[config.mk]
export PLATFORM = sky130hd
export DESIGN_NAME = bcdd_back
export DESIGN_NICKNAME = d
export VERILOG_FILES = /design/src/hdl/bcdd_pkg.sv /design/src/hdl/bcdd_back.sv
export SDC_FILE = /design/constraint.sdc
export NUM_CORES = 1
export LEC_CHECK = 0
export ABC_AREA = 1
export BUFFER_PORTS_ARGS = -buffer_cell sky130_fd_sc_hd__buf_2
export CORE_AREA = 2 2 55 62
export CTS_BUF_LIST = sky130_fd_sc_hd__clkbuf_16
export DETAILED_ROUTE_END_ITERATION = 16
export DIE_AREA = 0 0 57 64
export PLACE_DENSITY = 0.75
export SLEW_MARGIN = 10
export SYNTH_ARGS = -nofsm -noshare
export SYNTH_HDL_FRONTEND = slang
export SYNTH_SLANG_ARGS = --single-unit
[constraint.sdc]
create_clock -name aclk -period 2.3 [get_ports aclk]
set_input_delay 0.115 -clock aclk [delete_from_list [all_inputs] [get_ports aclk]]
set_output_delay 0.115 -clock aclk [all_outputs]
set_load 0.1 [all_outputs]
[src/hdl/bcdd_pkg.sv]
// Shared constants for the BCD digit display driver.
package bcdd_pkg;

    localparam int VALUE_W            = 32;
    localparam int DIGIT_W            = 4;
    localparam int CNT_W              = 4;
    localparam int POS_W              = 4;
    localparam int MAX_DIGITS_DEFAULT = 10;
    localparam int QUEUE_DEPTH        = 2;

    localparam logic [CNT_W-1:0]   DIGIT_COUNT_RESET = 4'd3;

    // floor(x / 10) == (x * RECIP_10) >> RECIP_SHIFT for every 32-bit x
    localparam logic [VALUE_W-1:0] RECIP_10    = 32'hCCCC_CCCD;
    localparam int                 RECIP_SHIFT = 35;

endpackage

[src/hdl/bcdd_back.sv]
// Back end: walks the queued digits most significant first into the output register.
module bcdd_back #(
    parameter int MAX_DIGITS = bcdd_pkg::MAX_DIGITS_DEFAULT
) (
    input  logic                                        aclk,
    input  logic                                        aresetn,
    input  logic                                        head_valid,
    input  logic [MAX_DIGITS*bcdd_pkg::DIGIT_W+bcdd_pkg::CNT_W:0] head_data,
    output logic                                        pop,
    output logic                                        m_valid,
    input  logic                                        m_ready,
    output logic [bcdd_pkg::DIGIT_W-1:0]                m_bcd_lines,
    output logic [bcdd_pkg::POS_W-1:0]                  m_digit_position,
    output logic                                        m_last_digit,
    output logic                                        m_overflow_error
);

    localparam int IDX_W  = (MAX_DIGITS > 1) ? $clog2(MAX_DIGITS) : 1;
    localparam int DIGS_W = MAX_DIGITS * bcdd_pkg::DIGIT_W;

    logic [bcdd_pkg::POS_W-1:0]   pos_reg, pos_next;
    logic                         m_valid_reg, m_valid_next;
    logic [bcdd_pkg::DIGIT_W-1:0] bcd_reg, bcd_next;
    logic [bcdd_pkg::POS_W-1:0]   dpos_reg, dpos_next;
    logic                         last_reg, last_next;
    logic                         oerr_reg, oerr_next;

    logic                                   h_err;
    logic [bcdd_pkg::CNT_W-1:0]             h_n;
    logic [MAX_DIGITS-1:0][bcdd_pkg::DIGIT_W-1:0] h_digits;
    logic [bcdd_pkg::CNT_W-1:0]             rd_idx;
    logic                                   load, is_last;

    assign h_err    = head_data[DIGS_W+bcdd_pkg::CNT_W];
    assign h_n      = head_data[DIGS_W +: bcdd_pkg::CNT_W];
    assign h_digits = head_data[DIGS_W-1:0];
    assign rd_idx   = h_n - 1'b1 - pos_reg;
    assign is_last  = h_err || (pos_reg == h_n - 1'b1);
    assign load     = head_valid && (!m_valid_reg || m_ready);
    assign pop      = load && is_last;

    always_comb begin
        pos_next     = pos_reg;
        m_valid_next = m_valid_reg;
        bcd_next     = bcd_reg;
        dpos_next    = dpos_reg;
        last_next    = last_reg;
        oerr_next    = oerr_reg;
        if (load) begin
            m_valid_next = 1'b1;
            oerr_next    = h_err;
            last_next    = is_last;
            if (h_err) begin
                bcd_next  = '0;
                dpos_next = '0;
            end else begin
                bcd_next  = h_digits[rd_idx[IDX_W-1:0]];
                dpos_next = pos_reg;
            end
            pos_next = is_last ? '0 : pos_reg + 1'b1;
        end else if (m_ready) begin
            m_valid_next = 1'b0;
        end
    end

    always_ff @(posedge aclk) begin
        if (!aresetn) begin
            pos_reg     <= '0;
            m_valid_reg <= 1'b0;
        end else begin
            pos_reg     <= pos_next;
            m_valid_reg <= m_valid_next;
        end
    end

    always_ff @(posedge aclk) begin
        bcd_reg  <= bcd_next;
        dpos_reg <= dpos_next;
        last_reg <= last_next;
        oerr_reg <= oerr_next;
    end

    assign m_valid          = m_valid_reg;
    assign m_bcd_lines      = bcd_reg;
    assign m_digit_position = dpos_reg;
    assign m_last_digit     = last_reg;
    assign m_overflow_error = oerr_reg;

endmodule

# Word level (Yosys, flattened, before mapping)
# Index checks and enable logic that the tools add are counted.
dict set report op_classes {
  n_eq_ne 1
  n_reduce_logical 6
  n_addsub 3
  order_cmp 1
  muxes 5
}
# operator n
set op_table {}
lappend op_table {{binary-select mux 4 bit (select 4 bit)} 1}
lappend op_table {{two-way mux 4 bit} 2}
lappend op_table {{< comparator 4 x 5 -> 1 bit, second input constant} 1}
lappend op_table {{adder 4 x 1 -> 4 bit, second input constant} 1}
lappend op_table {{equality test 4 bit} 1}
lappend op_table {{subtractor 4 x 1 -> 4 bit, second input constant} 1}
lappend op_table {{subtractor 4 bit} 1}
lappend op_table {{logical AND 1 bit} 2}
lappend op_table {{logical OR 1 bit} 2}
lappend op_table {{two-way mux 1 bit} 2}
lappend op_table {{nonzero test 2 bit} 1}
lappend op_table {{zero test 1 bit} 1}
dict set report word_totals {
  wordCells 22
  ff_bits 15
  in_bits 49
}

# Longest topological paths before layout
# Gate-level depths: netlist (run 1).
dict set report depth {
  ltp_word 4
  mapped_depth 12
}

# Worst setup path before layout (run 1)
# No wires, ideal clock.
dict set report synth_timing {
  path_kind {register -> output}
  start {register m_valid_reg, in the netlist m_valid}
  end {output port pop}
  t_arrival_ns 1.954
  stages_incl_launch_ff 6
  setup_slack_ns 0.231
  path_cell_list {dfxtp_1 > nand2_1 > nand2_1 > inv_1 > nand2_1 > inv_1}
}
dict set report synth_via {
  elab_chain_len 4
}
# item line
set synth_rtl {}
lappend synth_rtl {{start: declaration} bcdd_back.sv:22} ;# logic m_valid_reg, m_valid_next;
lappend synth_rtl {{start signal: assignment} bcdd_back.sv:72} ;# m_valid_reg <= m_valid_next;
lappend synth_rtl {{zero test 1 bit} bcdd_back.sv:39} ;# assign load = head_valid && (!m_valid_reg || m_ready);
lappend synth_rtl {{logical OR 1 bit} bcdd_back.sv:39}
lappend synth_rtl {{logical AND 1 bit} bcdd_back.sv:39}
lappend synth_rtl {{named net load} bcdd_back.sv:32} ;# logic load, is_last;
lappend synth_rtl {{logical AND 1 bit} bcdd_back.sv:40} ;# assign pop = load && is_last;
lappend synth_rtl {{end: declaration} bcdd_back.sv:9} ;# output logic pop,
# The timed path passes the listed nets, and every way through them passes these cells.

# Final worst setup path (run 1)
dict set report layout_timing {
  start {register pos_reg[0] in the netlist's numbering}
  end {register bcd_reg, in the netlist m_bcd_lines[0] (data pin)}
}
dict set report layout_via {
  elab_chain_len 3
}
# item line
set layout_rtl {}
lappend layout_rtl {{start: declaration} bcdd_back.sv:21} ;# logic [bcdd_pkg::POS_W-1:0] pos_reg, pos_next;
lappend layout_rtl {{start signal: assignment} bcdd_back.sv:71} ;# pos_reg <= pos_next;
lappend layout_rtl {{subtractor 4 bit} bcdd_back.sv:37} ;# assign rd_idx = h_n - 1'b1 - pos_reg;
lappend layout_rtl {{binary-select mux 4 bit (select 4 bit)} bcdd_back.sv:57} ;# bcd_next = h_digits[rd_idx[IDX_W-1:0]];
lappend layout_rtl {{two-way mux 4 bit (implied by the code)} bcdd_back.sv:57}
lappend layout_rtl {{end signal: assignment} bcdd_back.sv:77} ;# bcd_reg <= bcd_next;
lappend layout_rtl {{end: declaration} bcdd_back.sv:23} ;# logic [bcdd_pkg::DIGIT_W-1:0] bcd_reg, bcd_next;
# Every way passes these cells. The select of a mux whose other input is x is not followed.
# A chain may end at the register's enable or synchronous reset.

==> flow_metrics.py, run 1 <==
metrics = {
    "status": {
        "status": "finished, final reports clean",
    },
    "clock_tree": {
        "post_cts_buffers": 0,
        "cts_root_buffer": "clkbuf_16",
        "cts_resized": 0,
        "clk_latency_ns": 0.24,
        "clockBufferDepth": 2,
        "cts_hold_buf": 0,
        "numCtsBuffers": 3,
        "cts_tree": "built",
        "htree_levels": 1,
        "path_clk_slew_ns": 0.05,
        "cts_sinks": 15,
    },
    "place": {
        "port_buffers": 60,
        "dp_hpwl_um": 2440,
        "finalWeightedCongestion": 0.771,
    },
    "worst_setup_path": {
        "endpoint_kind": "register",
        "cp_top_family": "adder cells",
        "crit_arrival_ns": 1.96,
        "crit_chain": "ha_1 > fa_1 > xnor2_2 > inv_2 > nand2_1 > nand2_1 > nor2_1 > nor2_1",
        "critPathSlowestCell": "fa_1",
        "worstPathMaxFanout": 6,
        "critical_path_class": "reg -> reg",
        "required_ns": 2.30,
        "crit_buf_inv": 1,
        "startpoint_type": "register",
        "cpPeakStageDelay_ns": 0.42,
    },
    "synth": {
        "synthXorXnorAreaFrac_pct": 3.72,
        "synthSimpleGateAreaFrac_pct": 43.4,
        "ys_seq_area_share_pct": 29.1,
        "synth.avg_cell_area_um2": 5.99,
        "synth_cell_types": 18,
        "ys_warn_count": 0,
        "ys_ff_latch": 15,
        "syn-instance-count": 230,
        "synth_area_um2": 1380,
        "syn-num-nets": 285,
        "synth_fa_ha_area_share_pct": 5.99,
        "synth-compound-area-share_pct": 0.908,
        "yosys-mux-area-fraction_pct": 0,
        "synth_top_family_by_area": "simple AND/OR/NAND/NOR gates",
    },
    "route": {
        "via_per_inst": 4.52,
        "ant_nets": 0,
        "vias": 1470,
        "wl_um": 3030,
        "drcViolationCount": 0,
        "routedWlPerCell_um": 9.33,
        "detailedRoute.firstPassIterationCount": 4,
        "dr.first_iter.drc_count": 88,
    },
    "global_routing": {
        "grt_usage_pct": 17.8,
        "grt_pass1_vias": 1400,
        "grt_overflow": 0,
        "grt_pass1_wl_um": 5330,
        "grt_antenna_before_repair": 0,
        "grt_max_degree": 22,
    },
    "final_layout": {
        "finalNetCount": 347,
        "syn_to_final_growth_pct": 30.3,
        "drive_gt1_share_pct": 25.8,
        "final_common_cell": "nand2_1",
        "antenna_cells": 0,
        "layout_common_cells": "nand2_1, buf_2, inv_1",
    },
    "floorplan": {
        "initial_utilization_pct": 46.0,
        "rows": 21,
        "die_w_um": 57,
        "die_area_um2": 3650,
        "core_um2": 3000,
        "pin_count": 61,
        "die_h_um": 64,
    },
    "timing": {
        "final.setup.tns_ns": 0,
        "setup_viol": 0,
        "finClkSkew_ns": 0.00343,
        "report.final.slew_viol_count": 0,
        "clock.fmax_mhz": 510,
        "fin_crit_ns": 1.96,
        "hold_viol_final": 0,
        "tightest_slew_ns": 0.508,
        "post-route-period-util_pct": 85.2,
        "rsz0062_at_grt": "no",
        "maxSlewHeadroom_pct": 66.1,
    },
    "pwr": {
        "power_mw": 1.15,
        "p_leak_nw": 1.12,
        "power_density_nw_per_um2": 641,
        "ir_worst_vdd_mv": 0.646,
    },
    "hold_path": {
        "hold_class": "in -> reg",
    },
    "job": {
        "maxCapViolCount": 0,
    },
}
layer usage:
layer	up-vias	share of wire (%)	track usage (%)	wire [um]
li1	801	-	-	-
met1	628	42	19.4	1290
met2	39	50	34.6	1510
met3	2	7.0	3.44	213
met4	0	0.46	3.78	14
met5	-	0	0	0
report_power, final:
group	internal, mW	total, mW	switching (mW)
registers	0.312	0.320	0.00807
logic	0.159	0.501	0.342
clock network	0.230	0.330	0.100
total	0.700	1.15	0.451
worst paths after layout:
kind	depth (start not counted)	to	startpoint	slack, ns
max	8	m_bcd_lines[0]	pos_reg[0]	0.34
min	2	m_valid	aresetn	0.14
max reg2reg	8	m_bcd_lines[0]	pos_reg[0]	0.34
min reg2reg	2	m_valid	m_valid	0.49
cell usage after synthesis:
cell	n	share of area (%)
o21ai_0	1	0.36
buf_2	4	1.5
a21boi_0	1	0.55
dfxtp_1	5	7.3
nor2_1	21	5.7
nor2_4	1	0.82
inv_2	5	1.4
fa_1	1	1.5
nand3_1	25	9.1
nand2_1	94	26
clkbuf_8	1	1.0
inv_1	48	13
xor2_1	4	2.5
nand2_2	2	0.91
ha_1	5	4.5
xnor2_2	1	1.2
edfxtp_1	10	22
nand3_4	1	1.3
metrics by stage:
stage / setup WS (ns) / area (um2) / utilization (%) / hold WS (ns) / std cells
2_1_floorplan: 0.231 / 1380 / - / 0.214 / 230
3_3_place_gp: 0.307 / 1720 / 57.3 / 0.386 / 321
3_5_place_dp: 0.294 / 1720 / 57.3 / 0.386 / 321
4_1_cts: 0.336 / 1800 / 59.9 / 0.133 / 325
5_1_grt: 0.187 / 1800 / 59.9 / 0.148 / 325
6_report: 0.339 / 1800 / 59.9 / 0.137 / 325
cell type report:
| cell class | instances | area, um2 |
|---|---|---|
| fillers | 311 | 1200 |
| flip-flops and latches | 15 | 400 |
| inverters | 53 | 199 |
| well taps | 34 | 42.5 |
| clock buffers | 3 | 75.1 |
| repair buffers | 62 | 330 |
| clock inverters | 1 | 3.75 |
| multi-input cells | 157 | 744 |
cell families (layout without fill, tap and decap cells):
logic type      count (synthesis)  in the layout
buf+inv                        58            119
simple gates                  144            144
flops                          15             15
xor+xnor                        5              5
compound gates                  2              2
fa+ha+maj                       6              6
(Power assumes the default switching activity.)
==> run 2: changes to the inputs <==
- CORE_AREA: 2 2 55 62 -> 2 2 54 61
- CTS_BUF_LIST: sky130_fd_sc_hd__clkbuf_16 -> sky130_fd_sc_hd__clkbuf_8
- DIE_AREA: 0 0 57 64 -> 0 0 56 63
- PLACE_DENSITY: 0.75 -> 0.77
==> flow_metrics.py, run 2 (synthesis results as in run 1) <==
metrics = {
    "hold_path": {
        "holdPathStages": 1,
        "hold_class": "in -> reg",
        "worstHoldStart": "head_data[44]",
        "holdPathEnd": "m_overflow_error",
    },
    "timing": {
        "fin_crit_ns": 1.95,
        "final.setup.tns_ns": 0,
        "clock.fmax_mhz": 512,
        "setup_viol": 0,
        "tightest_slew_ns": 0.486,
        "maxSlewHeadroom_pct": 67.8,
        "layout_setup_ws_ns": 0.346,
        "fin_hold_ws_ns": 0.126,
        "rsz0062_at_grt": "no",
        "finClkSkew_ns": 0.000702,
        "report.final.slew_viol_count": 0,
        "post-route-period-util_pct": 84.9,
        "hold_viol_final": 0,
    },
    "final_layout": {
        "final_util_pct": 59.9,
        "final_common_cell": "nand2_1",
        "layout_common_cells": "nand2_1, buf_2, inv_1",
        "multi_input_area_um2": 744,
        "area.sequential_um2": 400,
        "finalNetCount": 347,
        "nFillCells": 301,
        "antenna_cells": 0,
        "syn_to_final_growth_pct": 27.9,
        "fin_cells": 325,
        "design_area_um2": 1760,
        "drive_gt1_share_pct": 25.8,
    },
    "pwr": {
        "p_leak_nw": 1.10,
        "p_comb_share_pct": 49.0,
        "intPower_uw": 587,
        "seqPwrFrac_pct": 31.2,
        "clockPowerShare_pct": 19.8,
        "ir_worst_vdd_mv": 0.525,
        "switching_power_uw": 433,
        "power_density_nw_per_um2": 579,
        "power_mw": 1.02,
        "switching_share_pct": 42.5,
    },
    "place": {
        "finalWeightedCongestion": 0.801,
        "dpl_cell_area_um2": 1720,
        "place_ws_ns": 0.271,
        "port_buffers": 60,
        "dp_hpwl_um": 2320,
        "placed_cells": 321,
    },
    "floorplan": {
        "pin_count": 61,
        "rows": 21,
        "core_um2": 2940,
        "die_area_um2": 3530,
        "die_h_um": 63,
        "die_w_um": 56,
        "initial_utilization_pct": 46.8,
    },
    "clock_tree": {
        "clockBufferDepth": 2,
        "cts_root_buffer": "clkbuf_8",
        "path_clk_slew_ns": 0.06,
        "cts_resized": 0,
        "cts_hold_buf": 0,
        "htree_levels": 1,
        "clk_latency_ns": 0.24,
        "numCtsBuffers": 3,
        "post_cts_buffers": 0,
        "cts_sinks": 15,
        "cts_tree": "built",
    },
    "global_routing": {
        "grt_antenna_before_repair": 0,
        "grt_usage_pct": 17.4,
        "grt_overflow": 0,
        "grt_pass1_vias": 1378,
        "grt_max_degree": 22,
        "grt_pass1_wl_um": 5220,
    },
    "route": {
        "detailedRoute.firstPassIterationCount": 4,
        "wl_um": 2870,
        "dr.first_iter.drc_count": 41,
        "drcViolationCount": 0,
        "routedWlPerCell_um": 8.84,
        "vias": 1442,
        "ant_nets": 0,
        "via_per_inst": 4.44,
    },
    "status": {
        "status": "finished, final reports clean",
    },
    "worst_setup_path": {
        "critical_path_class": "reg -> reg",
        "ff2ff_path_depth": 8,
        "crit_arrival_ns": 1.95,
        "r2r_start": "pos_reg[0]",
        "worstPathMaxFanout": 6,
        "endpoint_kind": "register",
        "r2r_end": "m_bcd_lines[3]",
        "startpoint_type": "register",
        "r2r_slack_ns": 0.35,
        "required_ns": 2.30,
    },
    "job": {
        "maxCapViolCount": 0,
    },
}
run 2: changes by cell type in the layout (fill, tap and decap cells not counted):
cell	before	now
clkbuf_16	3	0
clkbuf_8	0	3
run 2: layout make-up:
type                            instances  share of cell area [%]
Timing Repair Buffer                   62                    18.8
Tap cell                               34                    2.41
Clock inverter                          1                   0.213
Clock buffer                            3                    2.34
Sequential cell                        15                    22.7
Inverter                               53                    11.3
Multi-Input combinational cell        157                    42.3
run 2: how the worst max path moves through the flow:
stage             startpoint              to  slack, ns
6_report          pos_reg[0]  m_bcd_lines[3]       0.35
5_1_grt           pos_reg[0]  m_bcd_lines[3]       0.19
4_1_cts           pos_reg[0]  m_bcd_lines[3]       0.33
3_5_place_dp   head_data[40]  m_bcd_lines[3]       0.27
3_3_place_gp   head_data[40]  m_bcd_lines[3]       0.31
2_1_floorplan        m_valid             pop       0.23
run 2: power groups by stage:
stage,Combinational (mW),Clock (mW),Sequential (mW)
3_3_place_gp,0.500,0,0.324
6_report,0.500,0.202,0.318
5_1_grt,0.564,0.222,0.321
2_1_floorplan,0.282,0,0.440
3_5_place_dp,0.503,0,0.324
4_1_cts,0.506,0.206,0.319
run 2: worst max-delay path, stage by stage (launching register included):
cell and delay, ns:
dfxtp_1 0.34, ha_1 0.23, fa_1 0.43, xnor2_2 0.33
inv_2 0.09, nand2_1 0.08, nand2_1 0.04, nor2_1 0.11
nor2_1 0.06
run 2: metal layers:
metal / track usage, % / share of wire [%] / routed length [um] / vias to the layer above
met1: 20.5 / 45 / 1310 / 614
met3: 3.11 / 4.3 / 123 / 0
met5: 0 / 0 / 0 / -
met4: 0.893 / 0 / 0 / 0
met2: 33.8 / 50 / 1440 / 28
li1: - / - / - / 800
==> run 3: changes to the inputs <==
- clock period: 2.3 -> 1.8 ns (I/O delays scaled with it)
==> flow_metrics.py, run 3 (synthesis results as in run 1) <==
metrics = {
    "global_routing": {
        "grt_overflow": 0,
        "grt_pass1_vias": 1449,
        "met3_usage_pct": 4.35,
        "grt_antenna_before_repair": 0,
        "grt_usage_pct": 19.6,
        "grt_pass1_wl_um": 5630,
        "grt_max_degree": 22,
        "met2_usage_pct": 35.7,
        "grt-busiest-layer": "met2",
        "use_met1_pct": 22.3,
    },
    "worst_setup_path": {
        "crit_chain": "ha_4 > fa_2 > inv_4 > nand3_1 > nand2_1 > nand2_1 > nand2_1 > nor2_1 > nor2_1",
        "critical_path_class": "reg -> reg",
        "crit_buf_inv": 1,
        "required_ns": 1.81,
        "ff2ff_path_depth": 9,
        "cp_top_family": "adder cells",
        "critPathSlowestCell": "fa_2",
        "crit_arrival_ns": 1.82,
        "cpPeakStageDelay_ns": 0.57,
        "worst-path-stages": 9,
        "critPathMostFrequentCell": "nand2_1",
        "worstPathMaxFanout": 9,
        "endpoint_kind": "register",
        "startpoint_type": "register",
    },
    "final_layout": {
        "final_common_cell": "nand2_1",
        "syn_to_final_growth_pct": 38.0,
        "design_area_um2": 1900,
        "finalNetCount": 356,
        "drive_gt1_share_pct": 32.0,
        "layout_common_cells": "nand2_1, buf_2, inv_1",
        "antenna_cells": 0,
        "final_util_pct": 64.6,
    },
    "timing": {
        "layout_setup_ws_ns": -0.0168,
        "finClkSkew_ns": 0.00202,
        "rsz0062_at_grt": "yes",
        "maxSlewHeadroom_pct": 67.8,
        "tightest_slew_ns": 0.487,
        "setup_viol": 2,
        "report.final.slew_viol_count": 0,
        "clock.fmax_mhz": 550,
        "fin_hold_ws_ns": 0.100,
        "post-route-period-util_pct": 101,
        "final.setup.tns_ns": -0.0333,
        "hold_viol_final": 0,
        "fin_crit_ns": 1.82,
    },
    "route": {
        "dr.first_iter.drc_count": 76,
        "detailedRoute.firstPassIterationCount": 6,
        "routedWlPerCell_um": 9.54,
        "drcViolationCount": 0,
        "ant_nets": 0,
        "via_per_inst": 4.49,
        "vias": 1501,
        "wl_um": 3190,
    },
    "status": {
        "status": "complete, but fails checks",
        "failed_checks": "negative setup slack",
    },
    "clock_tree": {
        "clk_latency_ns": 0.25,
        "cts_sinks": 15,
        "numCtsBuffers": 3,
        "cts_root_buffer": "clkbuf_8",
        "cts_hold_buf": 0,
        "cts_tree": "built",
        "path_clk_slew_ns": 0.06,
        "clockBufferDepth": 2,
        "htree_levels": 1,
    },
    "place": {
        "place_ws_ns": -0.169,
        "port_buffers": 60,
        "dp_hpwl_um": 2470,
        "dpl_cell_area_um2": 1780,
        "finalWeightedCongestion": 0.787,
    },
    "pwr": {
        "switching_power_uw": 585,
        "clockPowerShare_pct": 19.5,
        "p_leak_nw": 1.15,
        "switching_share_pct": 42.4,
        "ir_worst_vdd_mv": 0.564,
        "p_comb_share_pct": 51.0,
        "seqPwrFrac_pct": 29.5,
        "power_density_nw_per_um2": 726,
        "intPower_uw": 794,
    },
    "floorplan": {
        "initial_utilization_pct": 46.8,
        "die_area_um2": 3530,
        "die_h_um": 63,
        "pin_count": 61,
        "rows": 21,
        "die_w_um": 56,
        "core_um2": 2940,
    },
    "job": {
        "maxCapViolCount": 0,
    },
    "hold_path": {
        "holdPathStages": 1,
        "hold_class": "in -> reg",
    },
}
run 3: cell types whose count changed in the layout (fill, tap and decap cells not counted), sizes merged:
cell      delta
buf          +9
clkinvlp     +1
inv          -1
run 3: stage by stage:
stage                     std cells  power (mW)
after detailed placement        328        1.09
after global placement          328        1.08
after global routing            334        1.48
after CTS                       332        1.38
after floorplan                 230       0.928
final                           334        1.38
run 3: worst paths after layout:
check                start          endpoint  slack [ns]
min reg2reg        m_valid           m_valid        0.51
max reg2reg     pos_reg[0]    m_bcd_lines[1]       -0.02
min          head_data[44]  m_overflow_error        0.10
max             pos_reg[0]    m_bcd_lines[1]       -0.02
run 3: power groups by stage:
stage | Sequential (mW) | Clock (mW) | Combinational [mW]
2_1_floorplan | 0.562 | 0 | 0.365
3_3_place_gp | 0.413 | 0 | 0.665
3_5_place_dp | 0.413 | 0 | 0.674
4_1_cts | 0.408 | 0.277 | 0.697
5_1_grt | 0.410 | 0.287 | 0.787
6_report | 0.407 | 0.268 | 0.704
run 3: cell type report:
class	instances	area, um2
clock buffer	3	41.3
clock inverter	1	3.75
fill	279	1040
inverter	53	210
multi-input combinational	157	790
sequential	15	408
tap	34	42.5
timing repair buffer	71	405
run 3: metal layers:
layer,wire length [um],vias to the layer above
met2,1620,35
met4,89,0
met3,147,8
met5,0,-
li1,-,818
met1,1330,640
run 3: repair_timing:
| item | CTS | global route |
|---|---|---|
| cloned | 0 | 0 |
| gates resized for setup | 10 | 5 |
| pin swaps | 1 | 2 |
| setup buffers | 0 | 2 |
| setup endpoints to repair | 5 | 5 |
