<file path="config.mk">
export PLATFORM = sky130hd
export DESIGN_NAME = bcdd_queue
export DESIGN_NICKNAME = d
export VERILOG_FILES = /design/src/hdl/bcdd_pkg.sv /design/src/hdl/bcdd_queue.sv
export SDC_FILE = /design/constraint.sdc
export NUM_CORES = 1
export LEC_CHECK = 0
export BUFFER_PORTS_ARGS = -buffer_cell sky130_fd_sc_hd__buf_4
export CAP_MARGIN = 20
export CORE_ASPECT_RATIO = 0.6
export CORE_MARGIN = 4
export CORE_UTILIZATION = 35
export DETAILED_ROUTE_END_ITERATION = 10
export PLACE_DENSITY = 0.66
export SETUP_SLACK_MARGIN = 0.15
export SLEW_MARGIN = 15
export SYNTH_ARGS = -nofsm -noshare
export SYNTH_HDL_FRONTEND = slang
export SYNTH_SLANG_ARGS = --single-unit
</file>
<file path="constraint.sdc">
create_clock -name aclk -period 1.95 [get_ports aclk]
set_input_delay 0.39 -clock aclk [delete_from_list [all_inputs] [get_ports aclk]]
set_output_delay 0.39 -clock aclk [all_outputs]
set_load 0.01 [all_outputs]
</file>
<file path="src/hdl/bcdd_pkg.sv">
// Shared constants for the BCD digit display driver.
package bcdd_pkg;

    localparam int VALUE_W            = 32;
    localparam int DIGIT_W            = 4;
    localparam int CNT_W              = 4;
    localparam int POS_W              = 4;
    localparam int MAX_DIGITS_DEFAULT = 10;
    localparam int QUEUE_DEPTH        = 2;

    localparam logic [CNT_W-1:0]   DIGIT_COUNT_RESET = 4'd3;

    // floor(x / 10) == (x * RECIP_10) >> RECIP_SHIFT for every 32-bit x
    localparam logic [VALUE_W-1:0] RECIP_10    = 32'hCCCC_CCCD;
    localparam int                 RECIP_SHIFT = 35;

endpackage

</file>
<file path="src/hdl/bcdd_queue.sv">
// Two-entry queue between the conversion front and the digit emitter.
module bcdd_queue #(
    parameter int WIDTH = 8
) (
    input  logic             aclk,
    input  logic             aresetn,
    input  logic             push_valid,
    output logic             push_ready,
    input  logic [WIDTH-1:0] push_data,
    output logic             head_valid,
    input  logic             pop,
    output logic [WIDTH-1:0] head_data
);

    localparam int PTR_W = (bcdd_pkg::QUEUE_DEPTH > 1) ? $clog2(bcdd_pkg::QUEUE_DEPTH) : 1;
    localparam int CNT_QW = $clog2(bcdd_pkg::QUEUE_DEPTH + 1);
    localparam logic [CNT_QW-1:0] FULL_CNT = CNT_QW'(bcdd_pkg::QUEUE_DEPTH);
    localparam logic [PTR_W-1:0]  LAST_PTR = PTR_W'(bcdd_pkg::QUEUE_DEPTH - 1);

    logic [WIDTH-1:0]  mem_reg [bcdd_pkg::QUEUE_DEPTH];
    logic [PTR_W-1:0]  wr_ptr_reg, wr_ptr_next;
    logic [PTR_W-1:0]  rd_ptr_reg, rd_ptr_next;
    logic [CNT_QW-1:0] count_reg, count_next;
    logic              do_push, do_pop;

    assign push_ready = (count_reg != FULL_CNT);
    assign head_valid = (count_reg != '0);
    assign head_data  = mem_reg[rd_ptr_reg];
    assign do_push    = push_valid && push_ready;
    assign do_pop     = pop && head_valid;

    always_comb begin
        wr_ptr_next = wr_ptr_reg;
        rd_ptr_next = rd_ptr_reg;
        count_next  = count_reg;
        if (do_push) begin
            wr_ptr_next = (wr_ptr_reg == LAST_PTR) ? '0 : wr_ptr_reg + 1'b1;
        end
        if (do_pop) begin
            rd_ptr_next = (rd_ptr_reg == LAST_PTR) ? '0 : rd_ptr_reg + 1'b1;
        end
        if (do_push && !do_pop) begin
            count_next = count_reg + 1'b1;
        end else if (do_pop && !do_push) begin
            count_next = count_reg - 1'b1;
        end
    end

    always_ff @(posedge aclk) begin
        if (!aresetn) begin
            wr_ptr_reg <= '0;
            rd_ptr_reg <= '0;
            count_reg  <= '0;
        end else begin
            wr_ptr_reg <= wr_ptr_next;
            rd_ptr_reg <= rd_ptr_next;
            count_reg  <= count_next;
        end
    end

    always_ff @(posedge aclk) begin
        if (do_push) begin
            mem_reg[wr_ptr_reg] <= push_data;
        end
    end

endmodule

</file>
Word level (Yosys, flattened, before mapping)
Memory sizes are Yosys's and may differ from the RTL's. A register that Yosys moved wholly into a read port is not among the register bits.
Cells that the tools add are included.
{"block": "totals", "reg_bits": 4, "ram_bits": 16, "in_bits": 12, "output_inout_bits": 10, "elab_cells": 25, "mem_count": 1}
{"block": "classes", "n_addsub": 4, "eq_ne": 1, "muxes": 8, "reduce_logical": 8}
{"memory": "mem_reg", "depth": 2, "word_bits": 8, "rd": 1, "rd_clocked_by_memory_dff": 1, "write_ports": 1, "line": "bcdd_queue.sv:20", "source": "logic [WIDTH-1:0] mem_reg [bcdd_pkg::QUEUE_DEPTH];"}
{"cell": "$mux 1", "n": 6}
{"cell": "$logic_and 1x1->1", "n": 4}
{"cell": "$mux 2", "n": 2}
{"cell": "$reduce_bool 2->1", "n": 2}
{"cell": "$add 1x1->1 const B", "n": 2}
{"cell": "$add 2x1->2 const B", "n": 1}
{"cell": "$logic_not 1->1", "n": 2}
{"cell": "$ne 2x2->1 const B", "n": 1}
{"cell": "$sub 2x1->2 const B", "n": 1}

Logic depth before layout (Yosys ltp)
Gate-level depths: netlist (run 1).
{"block": "depth", "word_depth": 6, "mapped_depth": 6, "mapped_depth_nobuf": 6}

Worst setup path before layout (run 1)
Ideal clock, no wire load.
{"block": "synth_timing", "kind": "register to register", "from": "reg count_reg[0]", "to": "reg count_reg[1]", "setup_ns": 0.070, "arrival_time_ns": 1.429, "required_ns": 1.880, "slack_ns": 0.451, "path_stages_with_launch": 6, "path_buffers": 0, "period_less_slack_ns": 1.499, "cell_sequence": "dfxtp_1 nand2b_4 and2_1 ha_1 or3_1 a21oi_1"}
{"block": "synth_between", "elab_chain_cells": 5, "word_cells_on_any_way": 13, "cone_classes": "add/sub: 2; eq/ne: 1; mux: 2; reduce/logical: 8"}
{"element": "start: declaration", "line": "bcdd_queue.sv:23", "source": "logic [CNT_QW-1:0] count_reg, count_next;"}
{"element": "start signal: assignment", "line": "bcdd_queue.sv:57", "source": "count_reg <= count_next;"}
{"element": "$ne 2x2->1 *", "line": "bcdd_queue.sv:26", "source": "assign push_ready = (count_reg != FULL_CNT);"}
{"element": "via push_ready", "line": "bcdd_queue.sv:8", "source": "output logic push_ready,"}
{"element": "$logic_and 1x1->1 *", "line": "bcdd_queue.sv:29", "source": "assign do_push = push_valid && push_ready;"}
{"element": "$logic_not 1->1", "line": "bcdd_queue.sv:44", "source": "end else if (do_pop && !do_push) begin"}
{"element": "$logic_and 1x1->1", "line": "bcdd_queue.sv:44"}
{"element": "$reduce_bool 2->1 (no source line)"}
Mark *: on every way through the listed nets, which the timed path passes. The rest lies on a longest branch. The select of a mux whose other input is x is not followed.
A chain may end at the register's enable or synchronous reset.

==> results of run 1 <==
-- metrics by stage --
stage	hold slack [ps]	power, mW	std cells	worst slack (ps)
5_1_grt	304	1.38	104	276
3_5_place_dp	495	1.04	100	392
3_3_place_gp	507	1.04	100	424
6_report	314	1.30	104	349
4_1_cts	312	1.31	104	199
2_1_floorplan	472	0.880	50	451
-- synth_stat cells, drive strengths merged --
cell / n
buf: 1
o21ai: 2
dfxtp: 5
a21bo: 1
nand3b: 1
nand2b: 1
mux2: 8
xor2: 3
inv: 2
and2: 1
nor2: 3
or3: 1
or2: 1
a21oi: 2
and3: 1
edfxtp: 16
ha: 1
-- critical path, cell delays in order (launching register included) --
cell,delay [ps]
sky130_fd_sc_hd__dfxtp_2,450
sky130_fd_sc_hd__mux2_2,360
sky130_fd_sc_hd__buf_4,140
-- final timing paths --
kind,end,start
setup / recovery,head_data[0],register
hold / removal,mem_reg[0][3],push_data[3]
setup reg to reg,count_reg[1],count_reg[0]
hold reg to reg,rd_ptr_reg,rd_ptr_reg
-- metal layers --
metal / wire [µm] / up-vias / global-route usage, %
met5: 0 / - / 0
met1: 591 / 200 / 9.93
met3: 129 / 0 / 6.44
met2: 493 / 16 / 12.8
met4: 0 / 0 / 2.29
li1: - / 230 / -
-- final cells by class --
cell class | instances | share of cell area [%]
clock buffers | 4 | 4.31
multi-input cells | 26 | 20.7
well taps | 30 | 3.59
inverters | 2 | 0.718
flip-flops and latches | 21 | 55.6
repair buffers | 21 | 15.1
-- power by group --
group          leakage, nW  switching, mW  internal (mW)
combinational        0.200          0.168          0.230
clock               0.0228          0.124          0.145
sequential           0.191         0.0614          0.570
total                0.414          0.353          0.946
-- cell families after synthesis --
| family | after synthesis |
|---|---|
| AOI/OAI and AO/OA | 5 |
| muxes | 8 |
| adders and majority gates | 1 |
| xor gates and xnor gates | 3 |
| DFF | 21 |
| buffers and inverters | 3 |
| and+or+nand+nor | 9 |
==> results.txt, run 1 <==
----------------------------------------------------
[Logic synthesis]
  Cell variety after synth ... 17
  Synth area leader ... sky130_fd_sc_hd__edfxtp_1
  XOR/XNOR share of the synthesized area ... 3.25%
  Number of nets in the synthesized netlist ... 63
  Post-synthesis simple-gate area fraction ... 7.11%
  Mapped Area ... 810 µm²
  Combinational family with the most area after synthesis ... multiplexers
  Avg Inst Size Synth ... 16.2 µm²
  Register bit count reported by yosys ... 21
  Yosys warning total ... 0
  Post-synth top area share ... 59.4%
  Compound-gate portion of the synthesized area ... 3.71%
  Portion of the post-synthesis area used by sequential elements ... 71.7%
  Top cells by area, synth ... sky130_fd_sc_hd__edfxtp_1 59%, sky130_fd_sc_hd__dfxtp_1 12%, sky130_fd_sc_hd__mux2_2 11%
  Adder-cell share of the synthesized area ... 1.55%
  Cell count after synthesis ... 50
  Post-synthesis mux area share ... 11.1%

[Power]
  Lkg Pwr ... 0.414 nW
  Maximum VDD drop ... 647 µV
  Power per unit of standard cell area ... 1240 nW/µm²

[Die]
  Total die area ... 3170 µm²
  Core region area ... 2180 µm²
  Site Rows ... 13
  Width of the chip ... 70.1 µm
  Number of placed I/O pins ... 22
  Die span in y ... 45.3 µm
  Initial Utilization ... 37.1%

[Place]
  HPWL after DPL ... 895 µm
  Post-DP Area ... 1000 µm²
  Global placement routability congestion ... 0.686
  Count of port buffers added during placement ... 21

[Clock network]
  CTS Buf Count ... 3
  Clock buffer depth ... 2
  Clock insertion delay at the later pin of the skew report ... 250 ps
  CTS tree ... built
  Clock Tree Root ... sky130_fd_sc_hd__clkbuf_8
  # resized after CTS ... 0
  Number of buffers added to fix hold violations after cts ... 0
  Clock sink total ... 21
  H-tree lvl count ... 1
  Clock transition at the registers of the reported paths ... 70 ps
  Setup fix buffers added after clock tree synthesis ... 0

[Finish]
  Seq. cell area ... 582 µm²
  Count of inserted antenna diode cells ... 0
  Most frequent cells in the layout ... 21 x sky130_fd_sc_hd__buf_4, 16 x sky130_fd_sc_hd__edfxtp_1, 8 x sky130_fd_sc_hd__mux2_2, 4 x sky130_fd_sc_hd__dfxtp_1
  Fin util ... 48.0%
  Multi-input gate area in the final layout ... 216 µm²
  # nets final ... 88
  Share of post-route cells with drive strength above 1 ... 48.6%
  Final design instance area without fill ... 1050 µm²
  Commonest non-fill, non-tap cell in the layout ... sky130_fd_sc_hd__buf_4
  Layout overhead on the synthesized area ... 29.2%
  Filler Cells Inserted ... 197
  Flip-flop count of the largest register, all copies and words added ... 16

[Timing]
  Relative slew margins ... 75.3%
  Slew at the pin closest to its max-slew limit ... 370 ps
  Minimum clock period ... 1600 ps
  Share of the cycle needed by the critical path after routing ... 82.1%
  Count of endpoints failing hold in the final timing report ... 0
  Total count of max-transition violations in the final report ... 0
  RSZ-0062 raised after global routing ... no
  # setup viols final ... 0
  Worst clock skew ... 3.35 ps
  Post-Route Setup TNS ... 0 ps
  Fmax ... 0.625 GHz

[Worst hold path]
  Hold Crit Class ... in -> reg
  Instance count along the most critical hold path ... 1

[Detailed routing]
  Total Routed Length ... 1210 µm
  Wirelength per Cell ... 11.7 µm
  Per-cell via count in the routed design ... 4.29
  Antenna-violating nets left ... 0
  Number of design-rule violations left by the first detailed-router iteration ... 9
  DRT Pass-1 Iters ... 4
  Post-detailed-route DRC marker count ... 0
  Detailed-route via count ... 446

[Critical path]
  Required @ worst endpoint ... 1560 ps
  Data arrival time of the critical path ... 1210 ps
  Worst Setup Start Kind ... register
  Category of the critical setup timing path ... reg -> out
  Cell depth of the worst flop-to-flop path ... 5
  Maximum fanout along the worst path ... 8
  Capturing element type of the critical path ... primary output
  Setup slack of the worst register-to-register path ... 380 ps

[GRT]
  First-pass GRT wire length ... 1950 µm
  GRT Resource Usage Total ... 8.60%
  Largest net degree at the start of global routing ... 12
  GRT overflow ... 0
  Vias in the first global route ... 421
  Antenna violations before repair ... 0

[Run status]
  Result of the run ... completed

[Flow run]
  Number of maximum-capacitance violations ... 0

----------------------------------------------------
(Power assumes the default switching activity.)
==> inputs of run 2 (changes only) <==
Clock period 1.95 ns to 1.7 ns, I/O delays scaled along.
==> results.txt, run 2 (synthesized netlist as in run 1, its figures left out) <==
----------------------------------------------------
[Run status]
  Result of the run ... completed

[GRT]
  Vias in the first global route ... 427
  Antenna violations before repair ... 0
  GRT Resource Usage Total ... 8.48%
  GRT overflow ... 0
  Largest net degree at the start of global routing ... 13
  First-pass GRT wire length ... 1930 µm

[Clock network]
  Number of buffers added to fix hold violations after cts ... 0
  Clock insertion delay at the later pin of the skew report ... 250 ps
  H-tree lvl count ... 1
  CTS Buf Count ... 3
  Clock sink total ... 21
  Clock Tree Root ... sky130_fd_sc_hd__clkbuf_8
  Clock buffer depth ... 2
  Clock transition at the registers of the reported paths ... 70 ps
  CTS tree ... built

[Die]
  Number of placed I/O pins ... 22
  Initial Utilization ... 37.1%
  Core region area ... 2180 µm²
  Total die area ... 3170 µm²
  Die span in y ... 45.3 µm
  Site Rows ... 13
  Width of the chip ... 70.1 µm

[Place]
  HPWL after DPL ... 917 µm
  Global placement routability congestion ... 0.679
  Count of port buffers added during placement ... 21
  Post-place setup slack ... 125 ps
  Post-DP Area ... 1000 µm²
  Total instance count after detailed placement ... 100

[Finish]
  Final design instance area without fill ... 1100 µm²
  Seq. cell area ... 589 µm²
  Filler Cells Inserted ... 196
  Multi-input gate area in the final layout ... 246 µm²
  Layout overhead on the synthesized area ... 35.9%
  Most frequent cells in the layout ... 23 x sky130_fd_sc_hd__buf_4, 16 x sky130_fd_sc_hd__edfxtp_1, 7 x sky130_fd_sc_hd__mux2_2, 3 x sky130_fd_sc_hd__nor2_1, 3 x sky130_fd_sc_hd__clkbuf_8
  Commonest non-fill, non-tap cell in the layout ... sky130_fd_sc_hd__buf_4
  Flip-flop count of the largest register, all copies and words added ... 16
  Count of inserted antenna diode cells ... 0
  Non-filler instance count after layout ... 106
  # nets final ... 90
  Share of post-route cells with drive strength above 1 ... 59.2%

[Power]
  Cell internal pwr ... 1.15 mW
  Maximum VDD drop ... 768 µV
  Lkg Pwr ... 0.435 nW
  Sw power ... 0.439 mW
  Sequential share of power ... 46.3%
  Net Sw Frac ... 27.7%
  Clock share of power ... 19.3%
  Total power after layout ... 1.59 mW
  Combinational power share ... 34.5%
  Power per unit of standard cell area ... 1440 nW/µm²

[Timing]
  Slew at the pin closest to its max-slew limit ... 386 ps
  PnR worst setup slack ... 190 ps
  RSZ-0062 raised after global routing ... yes
  Worst clock skew ... 1.89 ps
  Total count of max-transition violations in the final report ... 0
  Minimum clock period ... 1510 ps
  # setup viols final ... 0
  Post-Route Setup TNS ... 0 ps
  Relative slew margins ... 74.3%
  Count of endpoints failing hold in the final timing report ... 0
  Fmax ... 0.662 GHz
  Share of the cycle needed by the critical path after routing ... 88.8%

[Detailed routing]
  Per-cell via count in the routed design ... 4.33
  Detailed-route via count ... 459
  Total Routed Length ... 1320 µm
  Post-detailed-route DRC marker count ... 0
  Topmost layer with routed signal wires ... met3
  Antenna-violating nets left ... 0
  Met3 layer wire length in the routed design ... 131 µm
  Wirelength per Cell ... 12.4 µm
  DRT Pass-1 Iters ... 4
  Wire length on met2 ... 601 µm
  Routed length on met1 ... 585 µm
  Number of design-rule violations left by the first detailed-router iteration ... 2

[Critical path]
  Setup slack of the worst register-to-register path ... 200 ps
  Cell depth of the worst flop-to-flop path ... 6
  Required @ worst endpoint ... 1360 ps
  Data arrival time of the critical path ... 1170 ps
  Capturing element type of the critical path ... primary output
  Buffer and inverter count on the worst path ... 2
  Ordered list of cells on the worst path ... buf_4 -> or2_2 -> buf_4
  Maximum fanout along the worst path ... 4
  Cell class contributing the biggest share of worst-path delay ... flip-flops
  Category of the critical setup timing path ... reg -> out
  Launching point of the worst reg2reg path ... count_reg[0]
  Largest incremental delay on the critical path ... 350 ps
  Most numerous cell on the critical path ... sky130_fd_sc_hd__buf_4
  Cell type of the slowest stage on the worst timing path ... sky130_fd_sc_hd__dfxtp_4
  Launching element of the worst setup path ... count_reg[0]
  Worst Setup Start Kind ... register
  Reg2Reg Capture Point ... count_reg[1]

[Worst hold path]
  Hold endpoint ... mem_reg[0][2]
  Instance count along the most critical hold path ... 1
  Hold Crit Class ... in -> reg
  Hold_sp ... push_data[2]

[Flow run]
  Number of maximum-capacitance violations ... 0

----------------------------------------------------
-- run 2: timing repair --
action                                  in CTS  in global routing
setup buffers                                0                  2
pin swaps                                    0                  3
endpoints found under the setup margin       9                  2
gates resized for setup                      6                  5
-- run 2: power groups by stage --
stage,Clock [mW],Sequential (mW),Combinational (mW)
2_1_floorplan,0,0.697,0.313
3_3_place_gp,0,0.730,0.462
3_5_place_dp,0,0.732,0.466
4_1_cts,0.319,0.733,0.489
5_1_grt,0.348,0.747,0.605
6_report,0.306,0.734,0.547
-- run 2: worst max path at each step --
stage | end | depth (start not counted)
after floorplan | count_reg[1] | 5
after global placement | count_reg[1] | 5
after detailed placement | count_reg[1] | 5
after CTS | count_reg[1] | 6
after global routing | count_reg[1] | 6
final | head_valid | 3
-- run 2: area by class of cell --
| class | instances | share of cell area [%] |
|---|---|---|
| Inverter | 2 | 0.683 |
| Tap cell | 30 | 3.41 |
| Sequential cell | 21 | 53.6 |
| Clock buffer | 3 | 3.75 |
| Timing Repair Buffer | 23 | 15.7 |
| Clock inverter | 1 | 0.455 |
| Multi-Input combinational cell | 26 | 22.4 |
-- run 2: metal layers --
layer  track usage, %  vias up
li1                 -      234
met1             10.6      209
met2             11.6       16
met3             6.22        0
met4             2.29        0
met5                0        -
-- run 2: per-stage QoR --
step | hold WS (ps) | utilization (%)
2_1_floorplan | 439 | -
3_3_place_gp | 507 | 45.9
3_5_place_dp | 488 | 45.9
4_1_cts | 261 | 48.9
5_1_grt | 254 | 50.5
6_report | 269 | 50.5
==> inputs of run 3 (changes only) <==
Settings changed: BUFFER_PORTS_ARGS -buffer_cell sky130_fd_sc_hd__buf_4 to unset, CORE_ASPECT_RATIO 0.6 to unset, CORE_UTILIZATION 35 to 58, CTS_CLUSTER_SIZE set to 12, DONT_BUFFER_PORTS set to 1, PLACE_DENSITY 0.66 to 0.83.
==> results.txt, run 3 (synthesized netlist as in run 1, its figures left out) <==
----------------------------------------------------
[Finish]
  Most frequent cells in the layout ... 16 x sky130_fd_sc_hd__edfxtp_1, 8 x sky130_fd_sc_hd__mux2_2, 3 x sky130_fd_sc_hd__xor2_1, 3 x sky130_fd_sc_hd__nor2_1, 3 x sky130_fd_sc_hd__clkbuf_4
  Count of inserted antenna diode cells ... 0
  Flip-flop count of the largest register, all copies and words added ... 16
  Commonest non-fill, non-tap cell in the layout ... sky130_fd_sc_hd__edfxtp_1
  Share of post-route cells with drive strength above 1 ... 37.0%
  # nets final ... 68
  Layout overhead on the synthesized area ... 8.50%
  Non-filler instance count after layout ... 69

[Critical path]
  Ordered list of cells on the worst path ... nand2b_4 -> and2_4 -> ha_4 -> xor2_1 -> or3_1 -> a21oi_1
  Cell type of the slowest stage on the worst timing path ... sky130_fd_sc_hd__dfxtp_4
  Cell depth of the worst setup path ... 6
  Data arrival time of the critical path ... 1760 ps
  Largest incremental delay on the critical path ... 370 ps
  Worst Setup Start Kind ... register
  Capturing element type of the critical path ... register
  Maximum fanout along the worst path ... 5
  Cell class contributing the biggest share of worst-path delay ... simple AND/OR/NAND/NOR gates
  Category of the critical setup timing path ... reg -> reg
  Required @ worst endpoint ... 1920 ps
  Buffer and inverter count on the worst path ... 0
  Cell depth of the worst flop-to-flop path ... 6

[Die]
  Number of placed I/O pins ... 22
  Initial Utilization ... 62.2%
  Width of the chip ... 45.4 µm
  Core region area ... 1300 µm²
  Site Rows ... 13
  Total die area ... 2060 µm²
  Die span in y ... 45.4 µm

[Worst hold path]
  Hold Crit Class ... in -> reg
  Instance count along the most critical hold path ... 0

[GRT]
  Largest net degree at the start of global routing ... 12
  GRT Resource Usage Total ... 14.0%
  First-pass GRT wire length ... 1900 µm
  GRT overflow ... 0
  Vias in the first global route ... 434
  Antenna violations before repair ... 0

[Place]
  Global placement routability congestion ... 0.696
  Total instance count after detailed placement ... 64
  Post-place setup slack ... 70.9 ps
  HPWL after DPL ... 939 µm
  Count of port buffers added during placement ... 0

[Timing]
  Total count of max-transition violations in the final report ... 0
  # setup viols final ... 0
  Minimum clock period ... 1540 ps
  RSZ-0062 raised after global routing ... yes
  Count of endpoints failing hold in the final timing report ... 0
  Worst hold margin ... 135 ps
  Worst clock skew ... 6.46 ps
  Fmax ... 0.651 GHz
  Slew at the pin closest to its max-slew limit ... 370 ps
  Share of the cycle needed by the critical path after routing ... 90.3%
  Relative slew margins ... 75.3%
  Post-Route Setup TNS ... 0 ps
  PnR worst setup slack ... 165 ps

[Flow run]
  Number of maximum-capacitance violations ... 0

[Power]
  Lkg Pwr ... 0.315 nW
  Total power after layout ... 1.35 mW
  Power per unit of standard cell area ... 1530 nW/µm²
  Maximum VDD drop ... 852 µV

[Detailed routing]
  DRT Pass-1 Iters ... 4
  Per-cell via count in the routed design ... 5.96
  Total Routed Length ... 1320 µm
  Detailed-route via count ... 411
  Post-detailed-route DRC marker count ... 0
  Antenna-violating nets left ... 0
  Wirelength per Cell ... 19.1 µm
  Number of design-rule violations left by the first detailed-router iteration ... 10

[Clock network]
  CTS Buf Count ... 3
  Clock buffer depth ... 2
  Clock Tree Root ... sky130_fd_sc_hd__clkbuf_4
  CTS tree ... built
  Number of buffers added to fix hold violations after cts ... 0
  Clock sink total ... 21
  Clock insertion delay at the later pin of the skew report ... 290 ps
  Clock transition at the registers of the reported paths ... 110 ps
  H-tree lvl count ... 1

[Run status]
  Result of the run ... completed

----------------------------------------------------
run 3: routing by layer:
metal / wire (µm) / global-route usage (%) / vias to the layer above
met1: 422 / 12.4 / 202
met3: 119 / 4.38 / 2
met2: 766 / 25.7 / 17
li1: - / - / 190
met4: 12 / 10.5 / 0
met5: 0 / 0 / -
run 3: worst paths after layout:
check / startpoint / endpoint / slack, ps
setup reg to reg: count_reg[0] / count_reg[1] / 160
setup / recovery: count_reg[0] / count_reg[1] / 160
hold / removal: push_data[7] / mem_reg[1][7] / 130
hold reg to reg: rd_ptr_reg / register / 530
run 3: metrics by stage:
step	util [%]	cell area, µm²
2_1_floorplan	-	810
3_3_place_gp	63.3	823
3_5_place_dp	63.3	823
4_1_cts	66.7	868
5_1_grt	67.5	878
6_report	67.5	878
run 3: cell type report:
class	count	area, µm²
Sequential cell	21	587
Fill cell	97	423
Multi-Input combinational cell	26	231
Clock buffer	4	26.3
Tap cell	15	18.8
Timing Repair Buffer	1	7.51
Inverter	2	7.51
run 3: power by group:
part	leakage [nW]	total (mW)	switching [mW]	internal, mW
sequential	0.192	0.729	0.0672	0.662
combinational	0.108	0.394	0.206	0.188
clock	0.0150	0.223	0.132	0.0912
run 3: what timing repair did:
item                                    CTS  global route
pin swaps                                 0             1
resized for setup                         6             1
hold endpoints to repair                  0             0
endpoints found under the setup margin    9             1
buffers inserted                          0             1
